File: config.mk
export PLATFORM = sky130hd
export DESIGN_NAME = infix_integer_expression_evaluator
export DESIGN_NICKNAME = d
export VERILOG_FILES = /design/src/rtl/core/iiee_pkg.sv /design/src/rtl/core/infix_integer_expression_evaluator.sv /design/src/rtl/core/iiee_mdu.sv
export SDC_FILE = /design/constraint.sdc
export NUM_CORES = 1
export LEC_CHECK = 0
export BUFFER_PORTS_ARGS = -buffer_cell sky130_fd_sc_hd__buf_2
export CAP_MARGIN = 20
export CORE_ASPECT_RATIO = 0.7
export CORE_UTILIZATION = 55
export DETAILED_ROUTE_END_ITERATION = 8
export PLACE_DENSITY_LB_ADDON = 0.15
export SYNTH_ARGS = -nofsm -noshare
export SYNTH_HDL_FRONTEND = slang
export SYNTH_HIERARCHICAL = 1
export SYNTH_SLANG_ARGS = --single-unit
export TNS_END_PERCENT = 50
File: constraint.sdc
create_clock -name i_clk -period 8.6 [get_ports i_clk]
set_input_delay 0.86 -clock i_clk [delete_from_list [all_inputs] [get_ports i_clk]]
set_output_delay 0.86 -clock i_clk [all_outputs]
set_load 0.03 [all_outputs]
File: src/rtl/core/iiee_pkg.sv
// shared types and constants of the infix integer expression evaluator
package iiee_pkg;

    localparam int DATA_WIDTH = 32;

    // character codes
    localparam logic [7:0] CH_SPACE = 8'h20;
    localparam logic [7:0] CH_0     = 8'h30;
    localparam logic [7:0] CH_9     = 8'h39;
    localparam logic [7:0] CH_MUL   = 8'h2A;
    localparam logic [7:0] CH_DIV   = 8'h2F;
    localparam logic [7:0] CH_ADD   = 8'h2B;
    localparam logic [7:0] CH_SUB   = 8'h2D;
    localparam logic [7:0] CH_EQ    = 8'h3D;

    // status codes
    localparam logic [1:0] ST_OK      = 2'd0;
    localparam logic [1:0] ST_DIV0    = 2'd1;
    localparam logic [1:0] ST_BADCHAR = 2'd2;

    // operator waiting for the number being built
    typedef enum logic [1:0] {
        OP_START = 2'd0,
        OP_MUL   = 2'd1,
        OP_DIV   = 2'd2
    } t_op;

    // request to the multiply / divide unit
    typedef struct packed {
        logic start;
        logic is_div;
    } t_mdu_req;

    // status from the multiply / divide unit
    typedef struct packed {
        logic busy;
        logic done;
    } t_mdu_rsp;

endpackage

File: src/rtl/core/infix_integer_expression_evaluator.sv
// top level of the infix integer expression evaluator
//
// input channel: i_valid / o_ready carry one ascii character per item on i_char_code.
// digits build the current number, spaces are skipped, + - * / close an operand and
// '=' closes the expression. * and / bind tighter than + and -.
// output channel: o_valid / i_ready carry one result item per '=', o_value (32-bit
// two's complement, wraps at DATA_WIDTH and is sign-extended or cut to 32 bits) and
// o_status (0 ok, 1 divide by zero, 2 invalid character; first error is kept).
// per item: a digit, a space or an invalid character is taken in the idle state; an
// operator or '=' passes through the fold and post states, and also through the wait
// state of the bit-per-cycle multiply / divide unit when a * or / is pending (a / by
// zero skips it); o_ready stays low meanwhile. '=' then goes on to the emit state to
// load the output register, and waits there while a previous result is still held.
// the output register decouples the sides: a waiting result does not stop the input
// from taking further characters, only the next '=' waits for the register to empty.
// reset (synchronous, active low) clears the sum, term, number, operator, sign and
// error, and empties the output register.
module infix_integer_expression_evaluator import iiee_pkg::*; #(
    parameter int DATA_WIDTH_P = DATA_WIDTH
) (
    input  logic               i_clk,
    input  logic               i_rst_n,
    input  logic               i_valid,
    output logic               o_ready,
    input  logic [7:0]         i_char_code,
    output logic               o_valid,
    input  logic               i_ready,
    output logic signed [31:0] o_value,
    output logic [1:0]         o_status
);

    localparam int W = DATA_WIDTH_P;

    typedef enum logic [4:0] {
        S_IDLE = 5'b00001,
        S_FOLD = 5'b00010,
        S_WAIT = 5'b00100,
        S_POST = 5'b01000,
        S_EMIT = 5'b10000
    } t_state;

    // operator character that closed the current operand
    typedef enum logic [2:0] {
        K_MUL = 3'd0,
        K_DIV = 3'd1,
        K_ADD = 3'd2,
        K_SUB = 3'd3,
        K_EQ  = 3'd4
    } t_kind;

    t_state       r_state, n_state;
    t_kind        r_kind, n_kind;
    t_op          r_op, n_op;
    logic [W-1:0] r_sum, n_sum;
    logic [W-1:0] r_prod, n_prod;
    logic [W-1:0] r_cur, n_cur;
    logic         r_neg, n_neg;
    logic [1:0]   r_err, n_err;
    logic         r_ovalid, n_ovalid;
    logic [31:0]  r_ovalue, n_ovalue;
    logic [1:0]   r_ostatus, n_ostatus;

    t_mdu_req     mdu_req;
    t_mdu_rsp     mdu_rsp;
    logic [W-1:0] mdu_result;

    logic         accept;
    logic         is_digit;
    logic [W-1:0] digit_val;
    logic [W-1:0] sum_fold;

    assign o_ready   = (r_state == S_IDLE);
    assign accept    = i_valid && o_ready;
    assign is_digit  = (i_char_code >= CH_0) && (i_char_code <= CH_9);
    assign digit_val = W'(i_char_code[3:0]);
    // finished term folded into the running sum
    assign sum_fold  = r_neg ? (r_sum - r_prod) : (r_sum + r_prod);

    always_comb begin
        n_state   = r_state;
        n_kind    = r_kind;
        n_op      = r_op;
        n_sum     = r_sum;
        n_prod    = r_prod;
        n_cur     = r_cur;
        n_neg     = r_neg;
        n_err     = r_err;
        n_ovalid  = r_ovalid && !i_ready;
        n_ovalue  = r_ovalue;
        n_ostatus = r_ostatus;
        mdu_req   = '0;

        case (r_state)
            S_IDLE: begin
                if (accept) begin
                    if (is_digit) begin
                        // number times ten plus the new digit, wrapping
                        n_cur = (r_cur << 3) + (r_cur << 1) + digit_val;
                    end else if (i_char_code == CH_SPACE) begin
                        n_cur = r_cur;
                    end else if (i_char_code == CH_MUL) begin
                        n_kind  = K_MUL;
                        n_state = S_FOLD;
                    end else if (i_char_code == CH_DIV) begin
                        n_kind  = K_DIV;
                        n_state = S_FOLD;
                    end else if (i_char_code == CH_ADD) begin
                        n_kind  = K_ADD;
                        n_state = S_FOLD;
                    end else if (i_char_code == CH_SUB) begin
                        n_kind  = K_SUB;
                        n_state = S_FOLD;
                    end else if (i_char_code == CH_EQ) begin
                        n_kind  = K_EQ;
                        n_state = S_FOLD;
                    end else if (r_err == ST_OK) begin
                        n_err = ST_BADCHAR;
                    end
                end
            end
            S_FOLD: begin
                // apply the pending operator to the number just closed
                case (r_op)
                    OP_MUL: begin
                        mdu_req.start  = 1'b1;
                        mdu_req.is_div = 1'b0;
                        n_state        = S_WAIT;
                    end
                    OP_DIV: begin
                        if (r_cur == '0) begin
                            // division skipped, term keeps its value
                            if (r_err == ST_OK) begin
                                n_err = ST_DIV0;
                            end
                            n_state = S_POST;
                        end else begin
                            mdu_req.start  = 1'b1;
                            mdu_req.is_div = 1'b1;
                            n_state        = S_WAIT;
                        end
                    end
                    default: begin
                        n_prod  = r_cur;
                        n_state = S_POST;
                    end
                endcase
            end
            S_WAIT: begin
                if (mdu_rsp.done) begin
                    n_prod  = mdu_result;
                    n_state = S_POST;
                end
            end
            S_POST: begin
                n_cur   = '0;
                n_state = S_IDLE;
                case (r_kind)
                    K_MUL: n_op = OP_MUL;
                    K_DIV: n_op = OP_DIV;
                    K_ADD, K_SUB: begin
                        n_sum = sum_fold;
                        n_neg = (r_kind == K_SUB);
                        n_op  = OP_START;
                    end
                    K_EQ: begin
                        n_sum   = sum_fold;
                        n_state = S_EMIT;
                    end
                    default: n_op = OP_START;
                endcase
            end
            S_EMIT: begin
                // load the result once the output register is free
                if (!r_ovalid || i_ready) begin
                    n_ovalid  = 1'b1;
                    n_ovalue  = (r_err == ST_OK) ? 32'($signed(r_sum)) : 32'd0;
                    n_ostatus = r_err;
                    n_sum     = '0;
                    n_prod    = '0;
                    n_cur     = '0;
                    n_op      = OP_START;
                    n_neg     = 1'b0;
                    n_err     = ST_OK;
                    n_state   = S_IDLE;
                end
            end
            default: n_state = S_IDLE;
        endcase
    end

    iiee_mdu #(
        .W (W)
    ) u_mdu (
        .i_clk    (i_clk),
        .i_rst_n  (i_rst_n),
        .i_req    (mdu_req),
        .i_a      (r_prod),
        .i_b      (r_cur),
        .o_rsp    (mdu_rsp),
        .o_result (mdu_result)
    );

    always_ff @(posedge i_clk) begin
        if (!i_rst_n) begin
            r_state  <= S_IDLE;
            r_kind   <= K_ADD;
            r_op     <= OP_START;
            r_sum    <= '0;
            r_prod   <= '0;
            r_cur    <= '0;
            r_neg    <= 1'b0;
            r_err    <= ST_OK;
            r_ovalid <= 1'b0;
        end else begin
            r_state  <= n_state;
            r_kind   <= n_kind;
            r_op     <= n_op;
            r_sum    <= n_sum;
            r_prod   <= n_prod;
            r_cur    <= n_cur;
            r_neg    <= n_neg;
            r_err    <= n_err;
            r_ovalid <= n_ovalid;
        end
    end

    always_ff @(posedge i_clk) begin
        r_ovalue  <= n_ovalue;
        r_ostatus <= n_ostatus;
    end

    assign o_valid  = r_ovalid;
    assign o_value  = $signed(r_ovalue);
    assign o_status = r_ostatus;

    // the arithmetic unit only works while the controller waits on it
    a_mdu_busy_in_wait: assert property (@(posedge i_clk) disable iff (!i_rst_n)
        mdu_rsp.busy |-> (r_state == S_WAIT))
        else $error("arithmetic unit busy outside wait state");

    // a multiply or divide is only started when an operand is closed
    a_mdu_start_in_fold: assert property (@(posedge i_clk) disable iff (!i_rst_n)
        mdu_req.start |-> (r_state == S_FOLD) && (r_op == OP_MUL || r_op == OP_DIV))
        else $error("arithmetic unit started without a pending product");

    // loading a result clears the expression state
    a_emit_clears: assert property (@(posedge i_clk) disable iff (!i_rst_n)
        (r_state == S_EMIT) && (!r_ovalid || i_ready)
        |=> o_valid && (r_sum == '0) && (r_err == ST_OK) && (r_state == S_IDLE))
        else $error("expression state not cleared after result");

    // an error result always carries value zero
    a_error_value_zero: assert property (@(posedge i_clk) disable iff (!i_rst_n)
        (o_valid && (o_status != ST_OK)) |-> (o_value == 32'sd0))
        else $error("error result with non-zero value");

endmodule

File: src/rtl/core/iiee_mdu.sv
// iterative multiply / signed divide unit, one multiplier or quotient bit per cycle
module iiee_mdu import iiee_pkg::*; #(
    parameter int W = DATA_WIDTH
) (
    input  logic         i_clk,
    input  logic         i_rst_n,
    input  t_mdu_req     i_req,
    input  logic [W-1:0] i_a,
    input  logic [W-1:0] i_b,
    output t_mdu_rsp     o_rsp,
    output logic [W-1:0] o_result
);

    localparam int CW = $clog2(W + 1);

    logic          r_busy, n_busy;
    logic          r_done, n_done;
    logic          r_div, n_div;
    logic          r_neg, n_neg;
    logic [CW-1:0] r_cnt, n_cnt;
    logic [W-1:0]  r_x, n_x;
    logic [W-1:0]  r_y, n_y;
    logic [W-1:0]  r_acc, n_acc;

    logic [W-1:0]  a_abs, b_abs, rem_sh, q_neg;

    always_comb begin
        n_busy = r_busy;
        n_done = 1'b0;
        n_div  = r_div;
        n_neg  = r_neg;
        n_cnt  = r_cnt;
        n_x    = r_x;
        n_y    = r_y;
        n_acc  = r_acc;
        a_abs  = i_a[W-1] ? ({W{1'b0}} - i_a) : i_a;
        b_abs  = i_b[W-1] ? ({W{1'b0}} - i_b) : i_b;
        // remainder shifted left with the next dividend bit
        rem_sh = {r_acc[W-2:0], r_y[W-1]};
        if (i_req.start) begin
            n_busy = 1'b1;
            n_div  = i_req.is_div;
            n_cnt  = CW'(W);
            n_acc  = '0;
            if (i_req.is_div) begin
                n_x   = b_abs;
                n_y   = a_abs;
                n_neg = i_a[W-1] ^ i_b[W-1];
            end else begin
                n_x   = i_a;
                n_y   = i_b;
                n_neg = 1'b0;
            end
        end else if (r_busy) begin
            n_cnt = r_cnt - CW'(1);
            if (r_cnt == CW'(1)) begin
                n_busy = 1'b0;
                n_done = 1'b1;
            end
            if (r_div) begin
                if (rem_sh >= r_x) begin
                    n_acc = rem_sh - r_x;
                    n_y   = {r_y[W-2:0], 1'b1};
                end else begin
                    n_acc = rem_sh;
                    n_y   = {r_y[W-2:0], 1'b0};
                end
            end else begin
                if (r_y[0]) begin
                    n_acc = r_acc + r_x;
                end
                n_x = {r_x[W-2:0], 1'b0};
                n_y = {1'b0, r_y[W-1:1]};
            end
        end
    end

    always_ff @(posedge i_clk) begin
        if (!i_rst_n) begin
            r_busy <= 1'b0;
            r_done <= 1'b0;
        end else begin
            r_busy <= n_busy;
            r_done <= n_done;
        end
    end

    always_ff @(posedge i_clk) begin
        r_div <= n_div;
        r_neg <= n_neg;
        r_cnt <= n_cnt;
        r_x   <= n_x;
        r_y   <= n_y;
        r_acc <= n_acc;
    end

    assign q_neg       = {W{1'b0}} - r_y;
    assign o_result    = r_div ? (r_neg ? q_neg : r_y) : r_acc;
    assign o_rsp.busy  = r_busy;
    assign o_rsp.done  = r_done;

endmodule

==> metrics.cfg <==
[status]
status = finished clean

[finish]
num-fill-cells = 3491
finalNetCount = 2810
drive_gt1_share_pct = 6.97
area_growth_pct = 7.59
final_common_cell = nand2_1
antenna_cells = 0
final_cell_mix = 294 x nand2_1, 207 x a21oi_1, 204 x nor2_1
multi_input_area_um2 = 14600
seq_area_um2 = 6010

[timing]
finClkSkew_ns = 0.0132
worst_slew_pin_slew_ns = 1.20
finalHoldViolCount = 0
rsz0062_at_grt = no
period_needed_ns = 4.27
drv_slew = 0
fmax_ghz = 0.234
timing.slew.headroom_pct = 19.1
tns_ns = 0
setup_viol = 0
fin_crit_sh_pct = 49.7

[placed_design]
port_buffers = 47
routabilityCongestion = 0.963
post-dp-hpwl_um = 47400

[global_route]
antenna_found_initial = 1
grt_overflow = 0
grt.busiest_layer = met2
met1_usage_pct = 45.7
grt_pass1_wl_um = 99500
grt_pass1_vias = 18400
gr-usage-met2_pct = 45.8
use_met3_pct = 5.90
grt_max_degree = 170
grtUsageTotal_pct = 30.7

[drt]
vias = 20200
ant_nets = 0
drt_first_iter_violations = 2253
drt-total-wl_um = 62700
routed_via_density = 6.34
wl_per_cell_um = 19.7
firstDrtPassIters = 5
drc_errors = 0

[critical_path]
cpLargestDelayFamily = simple AND/OR/NAND/NOR gates
cp.required_ns = 9.10
crit_slowest_cell = mux4_1
end_kind = flip-flop
worst-path-buf-inv = 0
startpoint_type = flip-flop
worstPathArrival_ns = 4.77
max_stage_delay_ns = 0.54
cp_common_cell = a21oi_1
worstPathCellList = nor3_2 -> nand2_2 -> nor3_2 -> nand3_1 -> or3_1 -> nor3_1 -> a21oi_1 -> xnor2_1 -> ha_1 -> nand3_1 -> nand2b_1 -> a21bo_2 -> a21oi_1 -> a21oi_1 -> nand2_1 -> mux4_1 -> nand4_1
worst-setup-path-type = flip-flop to flip-flop
crit_fanout = 10

[floorplan]
io_pins = 48
initial_utilization_pct = 55.9
die_y_um = 167
rows = 60
die_w_um = 238
coreArea_um2 = 38400
die-area_um2 = 39900

[cts]
clk_latency_ns = 0.56
cts_root_buf = clkbuf_16
ctsResizeCount = 0
cts_sinks = 250
cts_tree = yes
clockBufferDepth = 3
cts_post_setup_buffers_inserted = 0
clkSlewWorstSetupHoldPaths_ns = 0.06
htree_num_levels = 1
numCtsBuffers = 28
hold_buffers = 0

[synthesis]
syn_area_um2 = 21500
syn_nets = 2840
syn_avg_cell_area_um2 = 8.07
synth_warnings = 6
syn_inst = 2663

[hold_path]
hold_class = flip-flop to flip-flop

[power_and_ir_drop]
p_per_area_nw_per_um2 = 111
ir_drop_mv = 0.138
p_leak_nw = 10.0
power_mw = 2.56

[flow_run]
max_cap_viol_count = 0

[metrics by stage]
stage                     instance area, um^2  hold slack (ns)  instances  setup WS [ns]  util (%)
after CTS                               23100            0.484       3180           4.30      60.0
after global routing                    23100            0.497       3182           3.99      60.1
final                                   23100            0.482       3182           4.33      60.1
after floorplan                         21500            0.438       2663           4.70         -
after global placement                  22100            0.462       3127           4.38      57.5
after detailed placement                22100            0.475       3128           4.32      57.6
[worst paths after layout]
path	startpoint	to	slack, ns	cells after the start
min	r_sum[27]	r_sum[27]	0.48	2
max	r_prod[2]	r_sum[31]	4.33	17
min reg2reg	r_sum[27]	r_sum[27]	0.48	2
max reg2reg	r_prod[2]	r_sum[31]	4.33	17
[per-layer routing]
layer | part of all wire, % | vias to the layer above
met5 | 0 | -
met4 | 1.6 | 0
met3 | 8.5 | 78
met1 | 47 | 9608
met2 | 43 | 750
li1 | - | 9749
[worst min-delay path, stage by stage (launching register included)]
cell	delay, ns
dfxtp_1	0.33
nand2_1	0.06
o21ai_1	0.05
[area by class of cell]
| class | instances | area share [%] |
|---|---|---|
| clock inverters | 14 | 0.655 |
| repair buffers | 79 | 2.34 |
| well taps | 527 | 2.85 |
| clock buffers | 38 | 3.42 |
| multi-input cells | 2186 | 63.3 |
| inverters | 88 | 1.43 |
| flip-flops and latches | 250 | 26.0 |
[flip-flops by register name, indices dropped and copies added, names as in the netlist, 2 cells and up]
| name | flops |
|---|---|
| r_sum | 32 |
| u_mdu/r_cnt | 6 |
| o_value | 32 |
| u_mdu/r_y | 32 |
| r_op | 2 |
| u_mdu/r_x | 32 |
| r_prod | 32 |
| r_cur | 32 |
| r_err | 2 |
| r_kind | 3 |
| r_state | 5 |
| u_mdu/r_acc | 32 |
| o_status | 2 |
[where the power goes]
part	leakage, nW	switching [mW]	internal (mW)
clock network	0.463	0.516	0.733
registers	2.11	0.00284	1.22
logic	7.42	0.0515	0.0325
No activity file was read; power rests on OpenSTA's default activity.
